--- config.mk ---
export PLATFORM = sky130hd
export DESIGN_NAME = sorted_table_insert_remove_find_top
export DESIGN_NICKNAME = d
export VERILOG_FILES = /design/src/rtl/core/sti_pkg.sv /design/src/rtl/core/sti_cell.sv /design/src/rtl/core/sti_chain.sv /design/src/rtl/core/sorted_table_insert_remove_find_top.sv
export SDC_FILE = /design/constraint.sdc
export NUM_CORES = 2
export LEC_CHECK = 0
export BUFFER_PORTS_ARGS = -buffer_cell sky130_fd_sc_hd__buf_2
export CAP_MARGIN = 20
export CORE_ASPECT_RATIO = 0.6
export CORE_MARGIN = 1.5
export CORE_UTILIZATION = 65
export DETAILED_ROUTE_END_ITERATION = 16
export PLACE_DENSITY = 0.78
export SETUP_SLACK_MARGIN = 0.02
export SLEW_MARGIN = 10
export SYNTH_ARGS = -nofsm -noshare
export SYNTH_HDL_FRONTEND = slang
export SYNTH_SLANG_ARGS = --single-unit
--- constraint.sdc ---
create_clock -name clk -period 19.4 [get_ports clk]
set_input_delay 4.85 -clock clk [delete_from_list [all_inputs] [get_ports clk]]
set_output_delay 4.85 -clock clk [all_outputs]
set_load 0.02 [all_outputs]
--- src/rtl/core/sti_pkg.sv ---
// ----------------------------------------------------------------------------
// sti_pkg
// Shared types and codes for the sorted table block.
// ----------------------------------------------------------------------------
package sti_pkg;

  localparam int VALUE_W  = 32;
  localparam int CMD_W    = 2;
  localparam int STATUS_W = 2;
  localparam int COUNT_W  = 5;

  localparam logic [CMD_W-1:0] CMD_INSERT = 2'd0;
  localparam logic [CMD_W-1:0] CMD_REMOVE = 2'd1;
  localparam logic [CMD_W-1:0] CMD_FIND   = 2'd2;

  localparam logic [STATUS_W-1:0] ST_OK      = 2'd0;
  localparam logic [STATUS_W-1:0] ST_MISSING = 2'd1;
  localparam logic [STATUS_W-1:0] ST_FULL    = 2'd2;

  typedef logic [VALUE_W-1:0] value_t;

  // shift request broadcast to every cell
  typedef struct packed {
    logic ins;
    logic rem;
  } sti_ctl_t;

  // per-cell state flags seen by the neighbors and the chain
  typedef struct packed {
    logic valid;
    logic lt;
    logic eq;
  } sti_flag_t;

  // summary of the whole chain
  typedef struct packed {
    logic found;
    logic full;
  } sti_stat_t;

endpackage

--- src/rtl/core/sti_cell.sv ---
// ----------------------------------------------------------------------------
// sti_cell
// One table slot: compares against the broadcast value and shifts left/right.
// ----------------------------------------------------------------------------
module sti_cell (
  input  logic               clk,
  input  logic               rst,
  input  sti_pkg::sti_ctl_t  ctl,
  input  sti_pkg::value_t    value,
  input  sti_pkg::sti_flag_t left_flag,
  input  sti_pkg::value_t    left_data,
  input  sti_pkg::sti_flag_t right_flag,
  input  sti_pkg::value_t    right_data,
  output sti_pkg::sti_flag_t flag,
  output sti_pkg::value_t    data
);

  logic valid;
  logic valid_next;
  sti_pkg::value_t data_next;

  always_comb begin
    flag.valid = valid;
    flag.lt    = valid && ($signed(data) < $signed(value));
    flag.eq    = valid && (data == value);
  end

  always_comb begin
    valid_next = valid;
    data_next  = data;
    if (ctl.ins && !flag.lt) begin
      if (left_flag.lt) begin
        valid_next = 1'b1;
        data_next  = value;
      end else begin
        valid_next = left_flag.valid;
        data_next  = left_data;
      end
    end else if (ctl.rem && !flag.lt) begin
      valid_next = right_flag.valid;
      data_next  = right_data;
    end
  end

  always_ff @(posedge clk) begin
    if (rst) begin
      valid <= 1'b0;
    end else begin
      valid <= valid_next;
    end
  end

  always_ff @(posedge clk) begin
    data <= data_next;
  end

endmodule

--- src/rtl/core/sti_chain.sv ---
// ----------------------------------------------------------------------------
// sti_chain
// Row of CAPACITY cells kept in ascending signed order, slot 0 lowest.
// ----------------------------------------------------------------------------
module sti_chain #(
  parameter int CAPACITY = 16
) (
  input  logic              clk,
  input  logic              rst,
  input  sti_pkg::sti_ctl_t ctl,
  input  sti_pkg::value_t   value,
  output sti_pkg::sti_stat_t stat
);

  sti_pkg::sti_flag_t flags [CAPACITY];
  sti_pkg::value_t    datas [CAPACITY];
  logic [CAPACITY-1:0] eq_vec;

  for (genvar i = 0; i < CAPACITY; i++) begin : g_cell
    sti_pkg::sti_flag_t lf;
    sti_pkg::value_t    ld;
    sti_pkg::sti_flag_t rf;
    sti_pkg::value_t    rd;

    if (i == 0) begin : g_head
      // head sees a virtual smaller neighbor so an insert not above the smallest stored value lands here
      assign lf = '{valid: 1'b1, lt: 1'b1, eq: 1'b0};
      assign ld = '0;
    end else begin : g_left
      assign lf = flags[i-1];
      assign ld = datas[i-1];
    end

    if (i == CAPACITY - 1) begin : g_tail
      assign rf = '0;
      assign rd = '0;
    end else begin : g_right
      assign rf = flags[i+1];
      assign rd = datas[i+1];
    end

    sti_cell u_cell (
      .clk        (clk),
      .rst        (rst),
      .ctl        (ctl),
      .value      (value),
      .left_flag  (lf),
      .left_data  (ld),
      .right_flag (rf),
      .right_data (rd),
      .flag       (flags[i]),
      .data       (datas[i])
    );

    assign eq_vec[i] = flags[i].eq;
  end

  assign stat.found = |eq_vec;
  assign stat.full  = flags[CAPACITY-1].valid;

endmodule

--- src/rtl/core/sorted_table_insert_remove_find_top.sv ---
// ----------------------------------------------------------------------------
// sorted_table_insert_remove_find_top
// Sorted table of signed words with insert, remove and find.
//
//   channel | dir | tdata              | tuser
//   s_*     | in  | [31:0] value       | [1:0] cmd
//   m_*     | out | [4:0] entry_count  | [1:0] status
//
// One word per cycle while s_tready is high: all cells compare against the
// broadcast value and shift in the same cycle that the word is accepted.
// Result appears in the output register in the cycle after acceptance.
// s_tready drops only while a result is held and m_tready is low.
// Reset empties the table at once; no clearing pass.
// ----------------------------------------------------------------------------
module sorted_table_insert_remove_find_top #(
  parameter int CAPACITY = 16
) (
  input  logic       clk,
  input  logic       rst,
  input  logic       s_tvalid,
  output logic       s_tready,
  input  logic [31:0] s_tdata,   // [31:0] value
  input  logic [1:0] s_tuser,    // [1:0] cmd
  output logic       m_tvalid,
  input  logic       m_tready,
  output logic [7:0] m_tdata,    // [4:0] entry_count, [7:5] zero
  output logic [1:0] m_tuser     // [1:0] status
);

  localparam int CW = $clog2(CAPACITY + 1);

  logic [CW-1:0] count;
  logic [CW-1:0] count_next;
  logic          accept;
  sti_pkg::sti_ctl_t  ctl;
  sti_pkg::sti_stat_t stat;
  logic [sti_pkg::STATUS_W-1:0] status_next;
  logic [sti_pkg::COUNT_W-1:0]  entry_count;

  assign s_tready = !m_tvalid || m_tready;
  assign accept   = s_tvalid && s_tready;

  always_comb begin
    ctl.ins     = 1'b0;
    ctl.rem     = 1'b0;
    status_next = sti_pkg::ST_MISSING;
    case (s_tuser)
      sti_pkg::CMD_INSERT: begin
        if (stat.full) begin
          status_next = sti_pkg::ST_FULL;
        end else begin
          status_next = sti_pkg::ST_OK;
          ctl.ins     = accept;
        end
      end
      sti_pkg::CMD_REMOVE: begin
        if (stat.found) begin
          status_next = sti_pkg::ST_OK;
          ctl.rem     = accept;
        end
      end
      sti_pkg::CMD_FIND: begin
        if (stat.found) begin
          status_next = sti_pkg::ST_OK;
        end
      end
      default: begin
        status_next = sti_pkg::ST_MISSING;
      end
    endcase
  end

  always_comb begin
    count_next = count;
    if (ctl.ins) begin
      count_next = count + CW'(1);
    end else if (ctl.rem) begin
      count_next = count - CW'(1);
    end
  end

  sti_chain #(
    .CAPACITY (CAPACITY)
  ) u_chain (
    .clk   (clk),
    .rst   (rst),
    .ctl   (ctl),
    .value (s_tdata),
    .stat  (stat)
  );

  always_ff @(posedge clk) begin
    if (rst) begin
      count    <= '0;
      m_tvalid <= 1'b0;
    end else begin
      count <= count_next;
      if (accept) begin
        m_tvalid <= 1'b1;
      end else if (m_tready) begin
        m_tvalid <= 1'b0;
      end
    end
  end

  always_ff @(posedge clk) begin
    if (accept) begin
      m_tuser     <= status_next;
      entry_count <= sti_pkg::COUNT_W'(count_next);
    end
  end

  assign m_tdata = {{(8 - sti_pkg::COUNT_W){1'b0}}, entry_count};

  a_count_bound : assert property (@(posedge clk) disable iff (rst)
    count <= CW'(CAPACITY))
    else $error("entry count above capacity");

  a_full_matches_count : assert property (@(posedge clk) disable iff (rst)
    stat.full == (count == CW'(CAPACITY)))
    else $error("last cell occupancy disagrees with count");

  a_find_keeps_count : assert property (@(posedge clk) disable iff (rst)
    (accept && s_tuser == sti_pkg::CMD_FIND) |=> $stable(count))
    else $error("find changed the table");

  a_result_follows : assert property (@(posedge clk) disable iff (rst)
    accept |=> (m_tvalid && m_tdata[sti_pkg::COUNT_W-1:0] == sti_pkg::COUNT_W'(count)))
    else $error("result missing or count mismatch");

endmodule
== Word-level counts from Yosys, hierarchy flattened ==
Index checks and enable logic that the tools add are counted.

* Add/sub/neg operators: 2
* Order comparisons: 16
* Equality and inequality tests: 18
* Multiplexer cells: 105
* Reductions and logical operators: 103

{| class="wikitable"
|+ Operators with widths
! operator !! number
|-
| 2-to-1 mux 32 bit || 47
|-
| equality test 32 bit || 16
|-
| less-than comparator 32 bit || 16
|-
| logical AND 1 bit || 65
|-
| 2-to-1 mux 1 bit || 54
|-
| nonzero test 2 bit || 17
|-
| zero test 1 bit || 17
|-
| OR reduction 16 bit || 1
|-
| 2-to-1 mux 5 bit || 2
|-
| adder 5 x 1 -> 5 bit, second input constant || 1
|-
| subtractor 5 x 1 -> 5 bit, second input constant || 1
|-
| one-hot mux 2 bit (2 select lines) || 1
|-
| equality test 2 x 1 -> 1 bit, second input constant || 1
|-
| equality test 2 bit, second input constant || 1
|-
| zero test 2 bit || 1
|-
| 2-to-1 mux 2 bit || 1
|-
| OR reduction 2 bit || 1
|-
| logical OR 1 bit || 1
|}

* Register bits: 541
* Output and inout bits: 12

== Logic depth before layout (Yosys ltp) ==
* Depth after elaboration: 8
* Depth in mapped cells: 13
* Depth with buffers taken out: 10

== Modules after synthesis ==
From an unflattened synthesis, not the netlist that was laid out.

* Cell total of the unflattened synthesis: 3977
* Area, all modules: 46354.5 um2

{| class="wikitable"
|+ By module, submodules not included
! module !! times used !! cells each !! area each (um2)
|-
| sti_cell || 16 || 244 || 2850.2
|-
| sorted_table_insert_remove_find_top || 1 || 66 || 711.9
|-
| sti_chain || 1 || 7 || 38.8
|}

== Worst setup path before layout ==
OpenSTA, ideal clock, no wires.

* Kind: input -> output
* Start: in m_tready
* End: out s_tready
* Data arrival time: 5089 ps
* Path slack: 9461 ps
* Cell stages on the path: 1
* Path buffers: 0
* Cells stage by stage: nand2b_1

* Cells in the longest elaborated chain, start to end: 1

{| class="wikitable"
|+ RTL lines
! item !! RTL line !! RTL
|-
| from (decl) || sorted_table_insert_remove_find_top.sv:25 || <nowiki>input logic m_tready,</nowiki>
|-
| logical OR 1 bit || sorted_table_insert_remove_find_top.sv:40 || <nowiki>assign s_tready = !m_tvalid || m_tready;</nowiki>
|-
| to (decl) || sorted_table_insert_remove_find_top.sv:21 || <nowiki>output logic s_tready,</nowiki>
|}

Every way passes these cells.

== Final worst setup path ==
Same ends and word-level chain as after synthesis.

==> results.txt <==
Cell Rows - 70
Final Max Tran Viols - 0
Vias in the first global route - 30,900
Die height - 195 µm
CP arrival - 5.30 ns
Setup TNS Final - 0 ns
#FFs+latches synth - 541
Setup Viol. Count Final - 0
Setup crit end kind - output port
Synth Instances - 3,915
Post-CTS Setup Bufs - 0
CTS Hold Buffers Added - 0
WP data required - 14.55 ns
Top cells by area, synth - edfxtp_1 39%, ha_1 16%, mux2i_1 8.4%
Via density - 7.03
Most frequent cell after synthesis - a21oi_1
Status - finished, final reports clean
Worst Hold Class - reg2reg
Avg WL per Cell - 25.2 µm
Max incr delay on CP - 0.18 ns
Top Family by Delay on Critical Path - buffers and inverters
Total wire length - 119 mm
R2r startpoint - u_chain.g_cell[10].u_cell.data[22]$_DFFE_PP_
Max rail drop VDD - 55.1 µV
Area leader, netlist - edfxtp_1
R2R depth - 11
Headroom to the max-slew limit - 28.0%
Largest net degree at the start of global routing - 82
Clk root buf - clkbuf_16
Critical Path Most Common Cell - buf_2
Reg2Reg Setup Slack - 14.73 ns
Area occupied by multi-input gates - 0.0228 mm²
Clock tree buffer depth - 3
Syn Std Cell Area - 0.0399 mm²
Crit-path cells - buf_2 -> nand2b_1 -> buf_2
Placed cells - 4,618
Routability cong. - 1.02
Buffers & Inverters on Critical Path - 2
Seq/Total Area, Yosys - 40.2%
Die width - 323 µm
Netlist cell types - 88
Hold wc startpoint - m_tvalid$_SDFFE_PP0P_
Worst Hold Path EP - m_tvalid$_SDFFE_PP0P_
Fraction of layout cells with a size suffix above 1 - 10.4%
Post-route insts no fill - 4,729
CTS tree - done
Post-route ant nets - 0
PwrDens - 67.5 mW/mm²
Top-Level Pins - 50
Max Clock Skew - 0.0173 ns
Core Util, Final - 70.6%
Fin. Hold Viols - 0
DRC Markers - 0
CP max FO - 4
GR Util All Layers - 37.2%
Reg area - 0.0160 mm²
1st-iter DRT viols - 4,393
TritonCTS Buffers - 54
Yosys top cell area share - 39.1%
MaxCap Viol Count - 0
Global-route wire length before repair - 182 mm
Clk slew on worst S/H paths - 0.07 ns
PortBufs - 46
Static leakage - 17.7 nW
H-tree lvl count - 2
Drt pass-1 iters - 6
Tcrit/Tclk final - 52.3%
Area grow syn2layout - 7.72%
Ys Warns - 0
Area of the die - 0.0629 mm²
Worst Setup Path Type - in2out
FILL cells - 4,548
Number of synthesized flops with an enable pin - 519
Reg-to-reg endpoint - u_chain.g_cell[10].u_cell.data[20]$_DFFE_PP_
Global route total overflow - 0
Asr flop ratio synth - 0%
Routed vias - 33,200
Top post-synthesis cells by count - 583 x a21oi_1, 519 x edfxtp_1, 517 x ha_1
Unrepaired setup endpoints after global routing - no
Minimum clock period - 10.15 ns
# nets final - 4,411
Dominant synthesized flop cell - edfxtp_1
Slowest-stage cell, CP - buf_2
Max Clk Rate - 0.0986 GHz
Hold Path Depth - 2
Syn avg cell area - 10.2 µm²
Startpoint Class - input pin
Detail Placement HPWL - 89.3 mm
Initial antenna violation count - 4
Actual slew at the worst max-slew pin - 1.08 ns
Starting density of the core - 65.6%
Cts repair resizes - 0
Clock sink count - 541
Worst-skew pair later-pin latency - 0.65 ns
Core area - 0.0608 mm²
power breakdown:
group          internal, W  switching, W
sequential         0.00132     0.0000295
combinational     0.000145      0.000264
clock             0.000639      0.000501
total              0.00210      0.000795
placed cells by master, fill, tap and decap left out, drive strengths merged, types with 7 or more instances in the layout:
master,count
a21o,76
nor2b,28
o21ai,324
mux2i,337
a211oi,15
o2111ai,8
clkbuf,63
buf,119
nor2,276
nand4,122
dfxtp,22
ha,517
nand2,195
o31ai,7
nor3,56
mux2,163
o21a,17
a2111oi,9
nor4,21
and2,12
a21oi,584
a31oi,38
o211ai,12
nand3,119
nand2b,19
inv,76
clkinv,28
bufinv,8
edfxtp,519
layout make-up:
type                            instances  share of cell area [%]
Tap cell                              828                    2.41
Timing Repair Buffer                  119                    2.17
Clock buffer                           63                    3.37
Multi-Input combinational cell       3063                    53.2
Antenna cell                            1                 0.00583
Sequential cell                       541                    37.3
Clock inverter                         37                   0.886
Inverter                               77                   0.673
stage by stage:
stage               power [W]  cell area (µm²)  hold WS [ns]  setup slack (ns)
finish                0.00290            42900         0.558              9.25
global route          0.00298            42900         0.599              9.21
CTS                   0.00288            42700         0.550              9.26
detailed placement    0.00176            40900         0.541              9.26
global placement      0.00174            40900         0.523              9.28
floorplan             0.00163            39900         0.481              9.46
kinds of logic after synthesis:
logic type	share of synthesized area (%)
flip-flops	40.2
AO/OA/AOI/OAI	16.4
other	0.00941
XOR/XNOR	0.132
AND/OR/NAND/NOR	10.7
buffers and inverters	3.29
adder cells (fa/ha/maj)	16.2
multiplexers	13.1
worst max path at each step:
stage,endpoint,startpoint,depth (start not counted)
floorplan,s_tready,m_tready,1
global placement,s_tready,m_tready,3
detailed placement,s_tready,m_tready,3
CTS,s_tready,m_tready,3
global route,s_tready,m_tready,3
finish,s_tready,m_tready,3
registers in the layout, indices dropped and copies added (netlist names):
register	cells
u_chain.g_cell.u_cell.valid	16
count	5
m_tvalid	1
u_chain.g_cell.u_cell.data	512
entry_count	5
m_tuser	2
tightest hold or removal path, stage by stage (launching register included):
cell	delay [ns]
dfxtp_1	0.31
nand2b_1	0.12
a21oi_1	0.08
routing by layer:
metal  global-route usage [%]  vias to the layer above  part of all wire (%)
li1                         -                    14900                     -
met1                     58.0                    16100                    44
met2                     51.6                     2110                    40
met3                     9.71                      167                    14
met4                     6.97                        6                   1.8
met5                        0                        -                 0.029
No activity file was read; power rests on OpenSTA's default activity.
